`config.mk`:
```
export PLATFORM = sky130hd
export DESIGN_NAME = paged_bump_allocator_top
export DESIGN_NICKNAME = d
export VERILOG_FILES = /design/src/rtl/core/pba_pkg.sv /design/src/rtl/core/pba_ram.sv /design/src/rtl/core/pba_engine.sv /design/src/rtl/core/paged_bump_allocator_top.sv
export SDC_FILE = /design/constraint.sdc
export NUM_CORES = 1
export LEC_CHECK = 0
export BUFFER_PORTS_ARGS = -buffer_cell sky130_fd_sc_hd__buf_2
export CELL_PAD_IN_SITES_DETAIL_PLACEMENT = 1
export CELL_PAD_IN_SITES_GLOBAL_PLACEMENT = 1
export CORE_UTILIZATION = 47
export DETAILED_ROUTE_END_ITERATION = 8
export PLACE_DENSITY_LB_ADDON = 0.1
export SLEW_MARGIN = 15
export SYNTH_ARGS = -nofsm -noshare
export SYNTH_HDL_FRONTEND = slang
export SYNTH_HIERARCHICAL = 1
export SYNTH_SLANG_ARGS = --single-unit
```
`constraint.sdc`:
```
create_clock -name clk -period 8.4 [get_ports clk]
set_clock_uncertainty 0.2 [all_clocks]
set_input_delay 1.68 -clock clk [delete_from_list [all_inputs] [get_ports clk]]
set_output_delay 1.68 -clock clk [all_outputs]
set_load 0.03 [all_outputs]
```
`src/rtl/core/pba_pkg.sv`:
```
// Shared types and constants of the paged bump allocator.
package pba_pkg;

  // Default number of page slots.
  localparam int NUM_PAGES_DEF = 16;

  // Field and register widths.
  localparam int SIZE_W   = 16;
  localparam int HDR_W    = 8;
  localparam int PAGE_W   = 16;
  localparam int CFG_W    = 16;
  localparam int CFG_IDX_W = 1;
  localparam int OUT_IDX_W = 4;
  localparam int ERR_W    = 2;

  // Register reset values.
  localparam logic [PAGE_W-1:0] PAGE_BYTES_RESET   = 16'd4096;
  localparam logic [HDR_W-1:0]  HEADER_BYTES_RESET = 8'd24;

  // Configuration register indexes.
  localparam logic [CFG_IDX_W-1:0] CFG_PAGE_BYTES   = 1'd0;
  localparam logic [CFG_IDX_W-1:0] CFG_HEADER_BYTES = 1'd1;

  // Error codes.
  localparam logic [ERR_W-1:0] ERR_OK      = 2'd0;
  localparam logic [ERR_W-1:0] ERR_SIZE    = 2'd1;
  localparam logic [ERR_W-1:0] ERR_NO_SLOT = 2'd2;

  // Sequencer states.
  typedef enum logic [0:0] {
    ST_IDLE = 1'b0,
    ST_SCAN = 1'b1
  } state_t;

  // One result beat.
  typedef struct packed {
    logic                 granted;
    logic [OUT_IDX_W-1:0] page_index;
    logic [SIZE_W-1:0]    byte_offset;
    logic                 opened_page;
    logic [ERR_W-1:0]     error_code;
  } res_t;

endpackage

```
`src/rtl/core/pba_ram.sv`:
```
// Generic single-write, single-read RAM with registered read data.
module pba_ram #(
  parameter int WIDTH = 16,
  parameter int DEPTH = 16,
  parameter int ADDR_W = (DEPTH > 1) ? $clog2(DEPTH) : 1
) (
  input  logic              clk,
  input  logic              we,
  input  logic [ADDR_W-1:0] waddr,
  input  logic [WIDTH-1:0]  wdata,
  input  logic              re,
  input  logic [ADDR_W-1:0] raddr,
  output logic [WIDTH-1:0]  rdata
);

  logic [WIDTH-1:0] mem [DEPTH];

  // Write port.
  always_ff @(posedge clk) begin
    if (we) begin
      mem[waddr] <= wdata;
    end
  end

  // Registered read port.
  always_ff @(posedge clk) begin
    if (re) begin
      rdata <= mem[raddr];
    end
  end

endmodule

```
`src/rtl/core/pba_engine.sv`:
```
// Request sequencer: page scan from newest to oldest, fit test and write-back.
module pba_engine #(
  parameter int NUM_PAGES = pba_pkg::NUM_PAGES_DEF,
  parameter int PIDX_W = (NUM_PAGES > 1) ? $clog2(NUM_PAGES) : 1,
  parameter int CNT_W = $clog2(NUM_PAGES + 1)
) (
  input  logic                       clk,
  input  logic                       rst_n,
  input  logic                       start,
  input  logic [pba_pkg::SIZE_W-1:0] alloc_size,
  input  logic [pba_pkg::PAGE_W-1:0] page_bytes,
  input  logic [pba_pkg::HDR_W-1:0]  header_bytes,
  output logic                       busy,
  output logic                       ram_we,
  output logic [PIDX_W-1:0]          ram_waddr,
  output logic [pba_pkg::SIZE_W-1:0] ram_wdata,
  output logic                       ram_re,
  output logic [PIDX_W-1:0]          ram_raddr,
  input  logic [pba_pkg::SIZE_W-1:0] ram_rdata,
  output logic                       res_valid,
  output pba_pkg::res_t              res
);

  pba_pkg::state_t state_r, state_nxt;

  logic [pba_pkg::SIZE_W-1:0] size_r, size_nxt;
  logic [PIDX_W-1:0]          addr_r, addr_nxt;
  logic [PIDX_W-1:0]          addr_q_r, addr_q_nxt;
  logic                       rd_vld_r, rd_vld_nxt;
  logic                       issue_done_r, issue_done_nxt;
  logic [CNT_W-1:0]           open_r, open_nxt;
  logic                       page0_wr_r, page0_wr_nxt;

  logic                       accept;
  logic [pba_pkg::PAGE_W-1:0] hdr_ext;
  logic [pba_pkg::PAGE_W-1:0] usable;
  logic                       oversize;
  logic [pba_pkg::SIZE_W-1:0] used_eff;
  logic [pba_pkg::SIZE_W:0]   start_sum;
  logic [pba_pkg::SIZE_W+1:0] end_sum;
  logic [pba_pkg::SIZE_W:0]   grow_sum;
  logic                       fit;
  logic                       last;
  logic                       can_open;
  logic                       do_open;
  logic [CNT_W-1:0]           newest;
  logic [PIDX_W-1:0]          sel_idx;
  logic [PIDX_W+3:0]          idx_pad;

  // Request acceptance and the oversize check against the usable page room.
  assign accept   = start && (state_r == pba_pkg::ST_IDLE);
  assign hdr_ext  = {{(pba_pkg::PAGE_W-pba_pkg::HDR_W){1'b0}}, header_bytes};
  assign usable   = (hdr_ext < page_bytes) ? (page_bytes - hdr_ext) : '0;
  assign oversize = alloc_size > usable;

  // Page 0 starts open without ever being written, so it reads as empty.
  assign used_eff = ((addr_q_r == '0) && !page0_wr_r) ? '0 : ram_rdata;

  // Fit test on the page whose record just came back from the RAM.
  assign start_sum = {{(pba_pkg::SIZE_W+1-pba_pkg::HDR_W){1'b0}}, header_bytes}
                   + {1'b0, used_eff};
  assign end_sum   = {1'b0, start_sum} + {2'b00, size_r};
  assign grow_sum  = {1'b0, used_eff} + {1'b0, size_r};
  assign fit       = (state_r == pba_pkg::ST_SCAN) && rd_vld_r
                   && (end_sum <= {2'b00, page_bytes});
  assign last      = (state_r == pba_pkg::ST_SCAN) && rd_vld_r && (addr_q_r == '0);
  assign can_open  = open_r < CNT_W'(NUM_PAGES);
  assign do_open   = last && !fit && can_open;
  assign newest    = open_r - CNT_W'(1);

  // Next state.
  always_comb begin
    state_nxt = state_r;
    case (state_r)
      pba_pkg::ST_IDLE: begin
        if (accept && !oversize) begin
          state_nxt = pba_pkg::ST_SCAN;
        end
      end
      pba_pkg::ST_SCAN: begin
        if (fit || last) begin
          state_nxt = pba_pkg::ST_IDLE;
        end
      end
      default: state_nxt = pba_pkg::ST_IDLE;
    endcase
  end

  // Outputs: RAM accesses and the result beat.
  always_comb begin
    busy      = 1'b0;
    ram_re    = 1'b0;
    ram_we    = 1'b0;
    res_valid = 1'b0;
    case (state_r)
      pba_pkg::ST_IDLE: begin
        res_valid = accept && oversize;
      end
      pba_pkg::ST_SCAN: begin
        busy      = 1'b1;
        ram_re    = !issue_done_r;
        ram_we    = fit || do_open;
        res_valid = fit || last;
      end
      default: begin
        busy = 1'b0;
      end
    endcase
  end

  assign ram_raddr = addr_r;
  assign sel_idx   = fit ? addr_q_r : open_r[PIDX_W-1:0];
  assign ram_waddr = sel_idx;
  assign ram_wdata = fit ? grow_sum[pba_pkg::SIZE_W-1:0] : size_r;
  assign idx_pad   = {4'b0000, sel_idx};

  // Result fields; every error beat carries zeros besides its code.
  always_comb begin
    res = '0;
    if (state_r == pba_pkg::ST_IDLE) begin
      res.error_code = pba_pkg::ERR_SIZE;
    end else if (fit) begin
      res.granted     = 1'b1;
      res.page_index  = idx_pad[pba_pkg::OUT_IDX_W-1:0];
      res.byte_offset = start_sum[pba_pkg::SIZE_W-1:0];
      res.error_code  = pba_pkg::ERR_OK;
    end else if (can_open) begin
      res.granted     = 1'b1;
      res.page_index  = idx_pad[pba_pkg::OUT_IDX_W-1:0];
      res.byte_offset = hdr_ext;
      res.opened_page = 1'b1;
      res.error_code  = pba_pkg::ERR_OK;
    end else begin
      res.error_code = pba_pkg::ERR_NO_SLOT;
    end
  end

  // Scan pointer, read pipeline tracking and page bookkeeping.
  always_comb begin
    size_nxt       = size_r;
    addr_nxt       = addr_r;
    addr_q_nxt     = addr_q_r;
    rd_vld_nxt     = rd_vld_r;
    issue_done_nxt = issue_done_r;
    open_nxt       = open_r;
    page0_wr_nxt   = page0_wr_r;
    if (accept) begin
      size_nxt       = alloc_size;
      addr_nxt       = newest[PIDX_W-1:0];
      rd_vld_nxt     = 1'b0;
      issue_done_nxt = 1'b0;
    end else if (state_r == pba_pkg::ST_SCAN) begin
      rd_vld_nxt = !issue_done_r;
      addr_q_nxt = addr_r;
      if (!issue_done_r) begin
        if (addr_r == '0) begin
          issue_done_nxt = 1'b1;
        end else begin
          addr_nxt = addr_r - PIDX_W'(1);
        end
      end
    end
    if (do_open) begin
      open_nxt = open_r + CNT_W'(1);
    end
    if (ram_we && (ram_waddr == '0)) begin
      page0_wr_nxt = 1'b1;
    end
  end

  // Control registers.
  always_ff @(posedge clk) begin
    if (!rst_n) begin
      state_r      <= pba_pkg::ST_IDLE;
      rd_vld_r     <= 1'b0;
      issue_done_r <= 1'b0;
      open_r       <= CNT_W'(1);
      page0_wr_r   <= 1'b0;
    end else begin
      state_r      <= state_nxt;
      rd_vld_r     <= rd_vld_nxt;
      issue_done_r <= issue_done_nxt;
      open_r       <= open_nxt;
      page0_wr_r   <= page0_wr_nxt;
    end
  end

  // Payload registers.
  always_ff @(posedge clk) begin
    size_r   <= size_nxt;
    addr_r   <= addr_nxt;
    addr_q_r <= addr_q_nxt;
  end

endmodule

```
`src/rtl/core/paged_bump_allocator_top.sv`:
```
// Top level of the paged bump allocator: configuration registers, page RAM, result beat.
//
// A request is taken when start is high and busy is low. A request larger than the
// usable page room is answered in the next cycle with busy staying low. Any other
// request holds busy while the open pages are scanned from the newest page back to
// the one that fits, or down to page 0 when none does (1 to NUM_PAGES pages), and
// its result beat appears in the first cycle in which busy is low again. The rate
// is set by the single read port of the used-bytes RAM, which returns one page
// record per cycle. Every result is shown for exactly one cycle with out_strobe high
// and cannot be held off, so the receiver must take it then.
// Configuration writes belong in idle periods; the RAM needs no clearing pass after
// reset.
module paged_bump_allocator_top #(
  parameter int NUM_PAGES = pba_pkg::NUM_PAGES_DEF
) (
  input  logic                          clk,
  input  logic                          rst_n,
  input  logic                          start,
  output logic                          busy,
  input  logic [pba_pkg::SIZE_W-1:0]    in_alloc_size,
  output logic                          out_strobe,
  output logic                          out_granted,
  output logic [pba_pkg::OUT_IDX_W-1:0] out_page_index,
  output logic [pba_pkg::SIZE_W-1:0]    out_byte_offset,
  output logic                          out_opened_page,
  output logic [pba_pkg::ERR_W-1:0]     out_error_code,
  input  logic                          cfg_we,
  input  logic [pba_pkg::CFG_IDX_W-1:0] cfg_index,
  input  logic [pba_pkg::CFG_W-1:0]     cfg_wdata
);

  localparam int PIDX_W = (NUM_PAGES > 1) ? $clog2(NUM_PAGES) : 1;
  localparam int CNT_W  = $clog2(NUM_PAGES + 1);

  logic [pba_pkg::PAGE_W-1:0] page_bytes_r, page_bytes_nxt;
  logic [pba_pkg::HDR_W-1:0]  header_bytes_r, header_bytes_nxt;
  logic                       out_strobe_r;
  pba_pkg::res_t              out_res_r;

  logic                       ram_we;
  logic [PIDX_W-1:0]          ram_waddr;
  logic [pba_pkg::SIZE_W-1:0] ram_wdata;
  logic                       ram_re;
  logic [PIDX_W-1:0]          ram_raddr;
  logic [pba_pkg::SIZE_W-1:0] ram_rdata;
  logic                       res_valid;
  pba_pkg::res_t              res;

  // Configuration register writes.
  always_comb begin
    page_bytes_nxt   = page_bytes_r;
    header_bytes_nxt = header_bytes_r;
    if (cfg_we) begin
      case (cfg_index)
        pba_pkg::CFG_PAGE_BYTES:   page_bytes_nxt   = cfg_wdata[pba_pkg::PAGE_W-1:0];
        pba_pkg::CFG_HEADER_BYTES: header_bytes_nxt = cfg_wdata[pba_pkg::HDR_W-1:0];
        default: begin
          page_bytes_nxt = page_bytes_r;
        end
      endcase
    end
  end

  always_ff @(posedge clk) begin
    if (!rst_n) begin
      page_bytes_r   <= pba_pkg::PAGE_BYTES_RESET;
      header_bytes_r <= pba_pkg::HEADER_BYTES_RESET;
      out_strobe_r   <= 1'b0;
    end else begin
      page_bytes_r   <= page_bytes_nxt;
      header_bytes_r <= header_bytes_nxt;
      out_strobe_r   <= res_valid;
    end
  end

  // Result beat register.
  always_ff @(posedge clk) begin
    if (res_valid) begin
      out_res_r <= res;
    end
  end

  // Used-bytes record of every page slot.
  pba_ram #(
    .WIDTH (pba_pkg::SIZE_W),
    .DEPTH (NUM_PAGES),
    .ADDR_W(PIDX_W)
  ) u_used_ram (
    .clk  (clk),
    .we   (ram_we),
    .waddr(ram_waddr),
    .wdata(ram_wdata),
    .re   (ram_re),
    .raddr(ram_raddr),
    .rdata(ram_rdata)
  );

  // Scan sequencer.
  pba_engine #(
    .NUM_PAGES(NUM_PAGES),
    .PIDX_W   (PIDX_W),
    .CNT_W    (CNT_W)
  ) u_engine (
    .clk         (clk),
    .rst_n       (rst_n),
    .start       (start),
    .alloc_size  (in_alloc_size),
    .page_bytes  (page_bytes_r),
    .header_bytes(header_bytes_r),
    .busy        (busy),
    .ram_we      (ram_we),
    .ram_waddr   (ram_waddr),
    .ram_wdata   (ram_wdata),
    .ram_re      (ram_re),
    .ram_raddr   (ram_raddr),
    .ram_rdata   (ram_rdata),
    .res_valid   (res_valid),
    .res         (res)
  );

  assign out_strobe      = out_strobe_r;
  assign out_granted     = out_res_r.granted;
  assign out_page_index  = out_res_r.page_index;
  assign out_byte_offset = out_res_r.byte_offset;
  assign out_opened_page = out_res_r.opened_page;
  assign out_error_code  = out_res_r.error_code;

`ifndef NO_ASSERTIONS
  // A beat is a grant exactly when it carries no error code.
  a_grant_vs_error: assert property (@(posedge clk) disable iff (!rst_n)
    out_strobe |-> (out_granted == (out_error_code == pba_pkg::ERR_OK)))
    else $error("grant flag disagrees with error code");

  // Opening a page always grants the request at the header offset.
  a_open_grants: assert property (@(posedge clk) disable iff (!rst_n)
    (out_strobe && out_opened_page) |-> (out_granted
      && (out_byte_offset == {{(pba_pkg::SIZE_W-pba_pkg::HDR_W){1'b0}}, header_bytes_r})))
    else $error("opened page beat is not a grant at the header offset");

  // An accepted request is either answered at once or keeps the block busy.
  a_accept_progress: assert property (@(posedge clk) disable iff (!rst_n)
    (start && !busy) |=> (out_strobe || busy))
    else $error("accepted request was dropped");

  // No new result beat appears while a scan is still in progress.
  a_no_beat_mid_scan: assert property (@(posedge clk) disable iff (!rst_n)
    (busy && $past(busy) && $past(rst_n)) |-> !out_strobe)
    else $error("result beat in the middle of a scan");
`endif

endmodule
```
==> results of run 1 <==
## cell usage in the layout (no fill, tap or decap), types with 25 or more instances in the layout
cell	netlist	layout
ha_1	75	75
buf_4	5	46
o21ai_0	28	28
inv_1	56	56
clkbuf_16	0	39
dfxtp_1	34	33
mux4_2	54	54
edfxtp_1	320	320
a22oi_1	35	35
and2_1	25	25
a21oi_1	55	55
xnor2_1	48	48
nand2_1	115	114
nor2_1	56	54
buf_2	9	62
mux2i_1	29	29
## final timing paths
check | to | startpoint | cells after the start | slack, ns
max | u_used_ram/mem[0][9] | u_engine/addr_q_r[0] | 32 | 0.51
min | page_bytes_r[4] | page_bytes_r[4] | 2 | 0.29
max reg2reg | u_used_ram/mem[0][9] | u_engine/addr_q_r[0] | 32 | 0.51
min reg2reg | page_bytes_r[4] | page_bytes_r[4] | 2 | 0.29
## cell usage after synthesis, types with 7 or more instances
cell | instances | share of area
o21ai_0 | 28 | 0.0081
a22oi_1 | 35 | 0.015
nand4_1 | 23 | 0.0083
xnor2_1 | 48 | 0.024
clkbuf_1 | 23 | 0.0050
buf_1 | 7 | 0.0015
nor2_1 | 56 | 0.012
mux4_2 | 54 | 0.071
o21a_1 | 10 | 0.0044
a21o_1 | 14 | 0.0061
nand2_1 | 115 | 0.025
a21oi_1 | 55 | 0.016
nor2b_1 | 10 | 0.0036
mux2i_1 | 29 | 0.017
edfxtp_1 | 320 | 0.56
nor3_1 | 24 | 0.0070
and2_1 | 25 | 0.0091
nand3_1 | 16 | 0.0046
ha_1 | 75 | 0.054
dfxtp_1 | 34 | 0.039
inv_1 | 56 | 0.012
xor2_1 | 9 | 0.0046
nor4_1 | 10 | 0.0036
buf_6 | 7 | 0.0046
a31oi_1 | 7 | 0.0025
mux4_1 | 10 | 0.015
buf_2 | 9 | 0.0026
o211ai_1 | 7 | 0.0030
## tightest hold or removal path, stage by stage (launching register included)
cell	delay, ns
dfxtp_1	0.33
nand2_1	0.06
mux2i_1	0.06
## logic make-up after synthesis
logic type,count (synthesis)
compound gates,217
fa+ha+maj,80
buf+inv,111
mux,102
xor+xnor,57
flops,354
simple gates,319
## cell type report
| class | instances | area [µm²] |
|---|---|---|
| Timing Repair Buffer | 111 | 698 |
| Clock buffer | 42 | 987 |
| Tap cell | 461 | 577 |
| Clock inverter | 23 | 270 |
| Fill cell | 3512 | 16300 |
| Inverter | 59 | 221 |
| Sequential cell | 354 | 10300 |
| Multi-Input combinational cell | 776 | 6510 |
## flip-flops by register name, indices dropped and copies added, names as in the netlist
| register | count |
|---|---|
| u_engine/size_r | 16 |
| u_engine/issue_done_r | 1 |
| u_engine/page0_wr_r | 1 |
| u_engine/open_r | 5 |
| page_bytes_r | 16 |
| out_page_index | 4 |
| u_engine/addr_q_r | 4 |
| header_bytes_r | 8 |
| u_engine/rd_vld_r | 1 |
| u_used_ram/mem | 256 |
| u_used_ram/rdata | 16 |
| u_engine/ram_raddr | 4 |
| out_strobe | 1 |
| out_error_code | 2 |
| out_byte_offset | 16 |
| u_engine/state_r | 1 |
| out_granted | 1 |
| out_opened_page | 1 |
## repair_timing
action                     4_1_cts  5_1_grt
buffers inserted                 0        5
setup endpoints to repair        0      345
gates resized for setup          0       12
## routing by layer
metal  GRT usage  share of wire  vias up  wire length [µm]
met3      0.0329          0.043       73              1920
met2       0.412           0.50      261             21900
li1            -              -     4981                 -
met1       0.316           0.43     5383             18900
met5           0              0        -                 0
met4      0.0874          0.034        0              1510
## through the flow
| stage | power [mW] | utilization |
|---|---|---|
| after floorplan | 2.84 | - |
| after global placement | 3.13 | 0.508 |
| after detailed placement | 3.16 | 0.508 |
| after CTS | 4.87 | 0.543 |
| after global routing | 5.03 | 0.546 |
| final | 4.82 | 0.546 |
## power breakdown
group	total (mW)	leakage, nW	internal (mW)	switching [mW]
Combinational	1.07	3.19	0.441	0.632
Clock	1.70	0.607	1.00	0.692
Sequential	2.05	3.19	2.00	0.0476
==> impl_metrics.env, run 1 <==
export IMPL_antenna_cells=0
export IMPL_drv_cap=0
export IMPL_ys_ff_latch=354
export IMPL_grt_first_pass_wirelength_mm=67.8
export IMPL_synth_warnings=6
export IMPL_clk_pin_slew_worst_paths_ns=0.07
export IMPL_violations="design-rule violations"
export IMPL_synth_edf_count=320
export IMPL_cts_sinks=354
export IMPL_synth_compound_area_frac=0.0849
export IMPL_drive_gt1_frac=0.189
export IMPL_rsz0062_at_grt="no"
export IMPL_synth_xor_area_share=0.0290
export IMPL_cp_end_kind="flop"
export IMPL_grt_pass1_vias=11300
export IMPL_synthAdderAreaFrac=0.0585
export IMPL_route_detailed_drc=9
export IMPL_leakagePower_nw=6.99
export IMPL_ant_nets=0
export IMPL_overflow=0
export IMPL_synth_cells=1240
export IMPL_finalHoldViolations=0
export IMPL_ys_seq_area_frac=0.597
export IMPL_status="complete, but fails checks"
export IMPL_setup_slack_ns=0.515
export IMPL_clkLatencyLatePin_ns=0.56
export IMPL_port_buffer_count=62
export IMPL_postLayoutCellArea_um2=19600
export IMPL_start_util=0.481
export IMPL_dp_slack_ns=0.0625
export IMPL_whs_ns=0.290
export IMPL_critPathBufInv=1
export IMPL_cp_top_family="simple AND/OR/NAND/NOR gates"
export IMPL_syn_avg_cell_area_um2=13.9
export IMPL_gp_congestion=0.849
export IMPL_die_x_um=193
export IMPL_synthToLayoutAreaGrowth_pct=13.5
export IMPL_min_delay_path_class="reg2reg"
export IMPL_cp_start_kind="flop"
export IMPL_tns_ns=0
export IMPL_ir_drop_v=0.000198
export IMPL_syn_cell_area_um2=17200
export IMPL_fin_nets=1455
export IMPL_cts_made_buffers=39
export IMPL_die_area_um2=37400
export IMPL_synth_simple_area_share=0.0911
export IMPL_first_pass_iters=6
export IMPL_wl_mm=44.2
export IMPL_worst_path_max_delay_cell="o41a_1"
export IMPL_core_um2=35800
export IMPL_crit_arrival_ns=7.93
export IMPL_antenna_found_initial=0
export IMPL_vias=10700
export IMPL_cts_max_path_buffers=3
export IMPL_dp_cells=1755
export IMPL_tightest_slew_ns=1.16
export IMPL_syn_num_nets=1354
export IMPL_cts_root_buffer="clkbuf_16"
export IMPL_ys_async_sr_fraction=0
export IMPL_finalCritPeriodShare=0.939
export IMPL_cts_hold_buf=0
export IMPL_die_h_um=193
export IMPL_finalCriticalPeriod_ns=7.89
export IMPL_cp_required_ns=8.45
export IMPL_max_slew_margin=0.217
export IMPL_htree_levels=2
export IMPL_synth_area_mux_share=0.109
export IMPL_tritoncts="built"
export IMPL_grt_max_degree=65
export IMPL_drtIter0Drc=568
export IMPL_layoutNonFillerInstCount=1826
export IMPL_fmax_mhz=127
export IMPL_synth_cell_types=78
export IMPL_final_max_slew_viol_count=0
export IMPL_powerDensity_nw_per_um2=246
export IMPL_worst_path_largest_cell_delay_ns=0.54
export IMPL_dp_hpwl_mm=31.4
export IMPL_grt_usage=0.241
export IMPL_routedWlPerCell_um=24.2
export IMPL_io_pins=63
export IMPL_place_area_um2=18200
export IMPL_synth_top_family_by_area="multiplexers"
export IMPL_setup_viol=0
export IMPL_cp_max_fo=16
export IMPL_synthFlopType="edfxtp_1"
export IMPL_path_class="reg2reg"
export IMPL_avgViaCountPerCell=5.86
export IMPL_fp_row_count=69
(Power assumes the default switching activity.)
==> run 2, diff against run 1 <==
--- a/config.mk
+++ b/config.mk
@@ -8,7 +8,7 @@
 export BUFFER_PORTS_ARGS = -buffer_cell sky130_fd_sc_hd__buf_2
 export CELL_PAD_IN_SITES_DETAIL_PLACEMENT = 1
 export CELL_PAD_IN_SITES_GLOBAL_PLACEMENT = 1
-export CORE_UTILIZATION = 47
+export CORE_UTILIZATION = 56
 export DETAILED_ROUTE_END_ITERATION = 8
 export PLACE_DENSITY_LB_ADDON = 0.1
 export SLEW_MARGIN = 15
==> constraint.sdc (replaced) <==
create_clock -name clk -period 9.1 [get_ports clk]
set_clock_uncertainty 0.2 [all_clocks]
set_input_delay 1.82 -clock clk [delete_from_list [all_inputs] [get_ports clk]]
set_output_delay 1.82 -clock clk [all_outputs]
set_load 0.03 [all_outputs]
==> run 2 against run 1 <==
The flow now finishes without violations. Critical path depth down 1. Non-clock buffer count down 12. Count of clock-buffer cells in the layout up 5. Hold slack worse by 0.0029 ns. Sequential power down 8%. Critical endpoint is now u_used_ram/mem[2][11]. Largest cell class unchanged. Largest power group unchanged.
==> impl_metrics.env, run 2 (synthesized netlist as in run 1, its figures left out) <==
export IMPL_status="complete, no violations"
export IMPL_first_pass_iters=5
export IMPL_path_class="reg2reg"
export IMPL_crit_arrival_ns=8.64
export IMPL_synthToLayoutAreaGrowth_pct=11.8
export IMPL_ant_nets=0
export IMPL_regMostFlops="u_used_ram/mem"
export IMPL_antenna_found_initial=0
export IMPL_switching_share=0.292
export IMPL_fp_row_count=63
export IMPL_die_h_um=177
export IMPL_drive_gt1_frac=0.175
export IMPL_vias=11000
export IMPL_cts_made_buffers=38
export IMPL_layoutNonFillerInstCount=1741
export IMPL_p_int_mw=3.08
export IMPL_tns_ns=0
export IMPL_finalCritPeriodShare=0.947
export IMPL_grt_first_pass_wirelength_mm=67.0
export IMPL_finalCriticalPeriod_ns=8.62
export IMPL_cts_max_path_buffers=3
export IMPL_dp_hpwl_mm=30.0
export IMPL_core_um2=30000
export IMPL_leakagePower_nw=6.89
export IMPL_rsz0062_at_grt="no"
export IMPL_ir_drop_v=0.000209
export IMPL_cp_max_fo=17
export IMPL_cts_sinks=354
export IMPL_die_area_um2=31500
export IMPL_worst_path_max_delay_cell="a2111oi_0"
export IMPL_cp_start_kind="flop"
export IMPL_io_pins=63
export IMPL_powerDensity_nw_per_um2=226
export IMPL_cp_end_kind="flop"
export IMPL_multi_input_area_um2=6480
export IMPL_routedWlPerCell_um=25.7
export IMPL_setup_viol=0
export IMPL_post_cts_repair_setup_buffers=0
export IMPL_dp_cells=1677
export IMPL_mostFrequentLayoutCells="edfxtp_1, nand2_1, ha_1, buf_2, inv_1"
export IMPL_grt_usage=0.290
export IMPL_grt_max_degree=68
export IMPL_largest_reg_flops=256
export IMPL_final_seq_area_um2=10300
export IMPL_max_slew_margin=0.338
export IMPL_clkLatencyLatePin_ns=0.55
export IMPL_worst_path_largest_cell_delay_ns=0.56
export IMPL_min_delay_path_class="reg2reg"
export IMPL_cts_root_buffer="clkbuf_16"
export IMPL_n_fill_cell=2781
export IMPL_p_seq_frac=0.434
export IMPL_htree_levels=2
export IMPL_grt_pass1_vias=11400
export IMPL_drtIter0Drc=839
export IMPL_final_common_cell="edfxtp_1"
export IMPL_avgViaCountPerCell=6.33
export IMPL_gp_congestion=0.939
export IMPL_fmax_mhz=116
export IMPL_final_max_slew_viol_count=0
export IMPL_die_x_um=177
export IMPL_wl_mm=44.7
export IMPL_tritoncts="built"
export IMPL_fin_nets=1441
export IMPL_overflow=0
export IMPL_antenna_cells=0
export IMPL_port_buffer_count=62
export IMPL_route_detailed_drc=0
export IMPL_start_util=0.575
export IMPL_tightest_slew_ns=0.984
export IMPL_clk_pin_slew_worst_paths_ns=0.06
export IMPL_finalHoldViolations=0
export IMPL_pwr_share_clk=0.337
export IMPL_drv_cap=0
export IMPL_pwr_share_comb=0.228
export IMPL_switchingPower_mw=1.27
export IMPL_cp_required_ns=9.13
[run 2: changes by cell type in the layout (fill, tap and decap cells not counted), moves of 2 or more]
| cell | previous run | this run |
|---|---|---|
| clkinv_8 | 2 | 0 |
| buf_6 | 2 | 0 |
| buf_4 | 46 | 34 |
| bufinv_16 | 5 | 2 |
| clkinvlp_4 | 3 | 1 |
| buf_12 | 1 | 3 |
| clkbuf_1 | 3 | 9 |
[run 2: cell type report]
class | instances | share of cell area
Multi-Input combinational cell | 775 | 0.336
Sequential cell | 354 | 0.534
Tap cell | 390 | 0.0253
Timing Repair Buffer | 99 | 0.0325
Inverter | 59 | 0.0115
Clock inverter | 17 | 0.00929
Clock buffer | 47 | 0.0511
[run 2: per-stage QoR]
step / area [µm²] / hold slack, ns / utilization / worst slack [ns] / power [mW]
after floorplan: 17200 / 0.231 / - / 0.635 / 2.63
after global placement: 18100 / 0.268 / 0.604 / 0.586 / 2.86
after detailed placement: 18100 / 0.281 / 0.604 / 0.127 / 2.90
after CTS: 19200 / 0.293 / 0.642 / 0.0510 / 4.37
after global routing: 19300 / 0.319 / 0.643 / 0.00845 / 4.52
final: 19300 / 0.287 / 0.643 / 0.484 / 4.35
[run 2: per-layer routing]
metal / share of wire / track usage / wire [µm]
met1: 0.42 / 0.381 / 18600
met2: 0.49 / 0.490 / 22100
met5: 0 / 0 / 0
met4: 0.035 / 0.116 / 1550
met3: 0.056 / 0.0386 / 2510
[run 2: power groups by stage]
stage | Clock [mW] | Sequential [mW] | Combinational [mW]
finish | 1.47 | 1.89 | 0.994
global route | 1.54 | 1.89 | 1.09
CTS | 1.49 | 1.89 | 0.990
detailed placement | 0 | 1.92 | 0.974
global placement | 0 | 1.92 | 0.943
floorplan | 0 | 1.93 | 0.700
[run 2: critical path, delay by kind of cell (launching register included)]
family	cells	cell delay, ns
buffers and inverters	1	0.31
flip-flops	1	0.42
adder cells (fa/ha/maj)	5	1.45
multiplexers	1	0.40
AO/OA/AOI/OAI	6	1.57
AND/OR/NAND/NOR	16	3.64
XOR/XNOR	2	0.29
[run 2: path summary, 6_finish.rpt]
| kind | startpoint | end | slack [ns] | cells after the start |
|---|---|---|---|---|
| worst max-delay path | u_engine/addr_q_r[0] | u_used_ram/mem[2][11] | 0.48 | 31 |
| worst min-delay path | page_bytes_r[7] | page_bytes_r[7] | 0.29 | 2 |
| worst max register to register | u_engine/addr_q_r[0] | u_used_ram/mem[2][11] | 0.48 | 31 |
| worst min register to register | page_bytes_r[7] | page_bytes_r[7] | 0.29 | 2 |
[run 2: repair_timing]
item | CTS | global route
hold buffers | 0 | 0
gates resized for setup | 0 | 4
setup endpoints to repair | 0 | 375
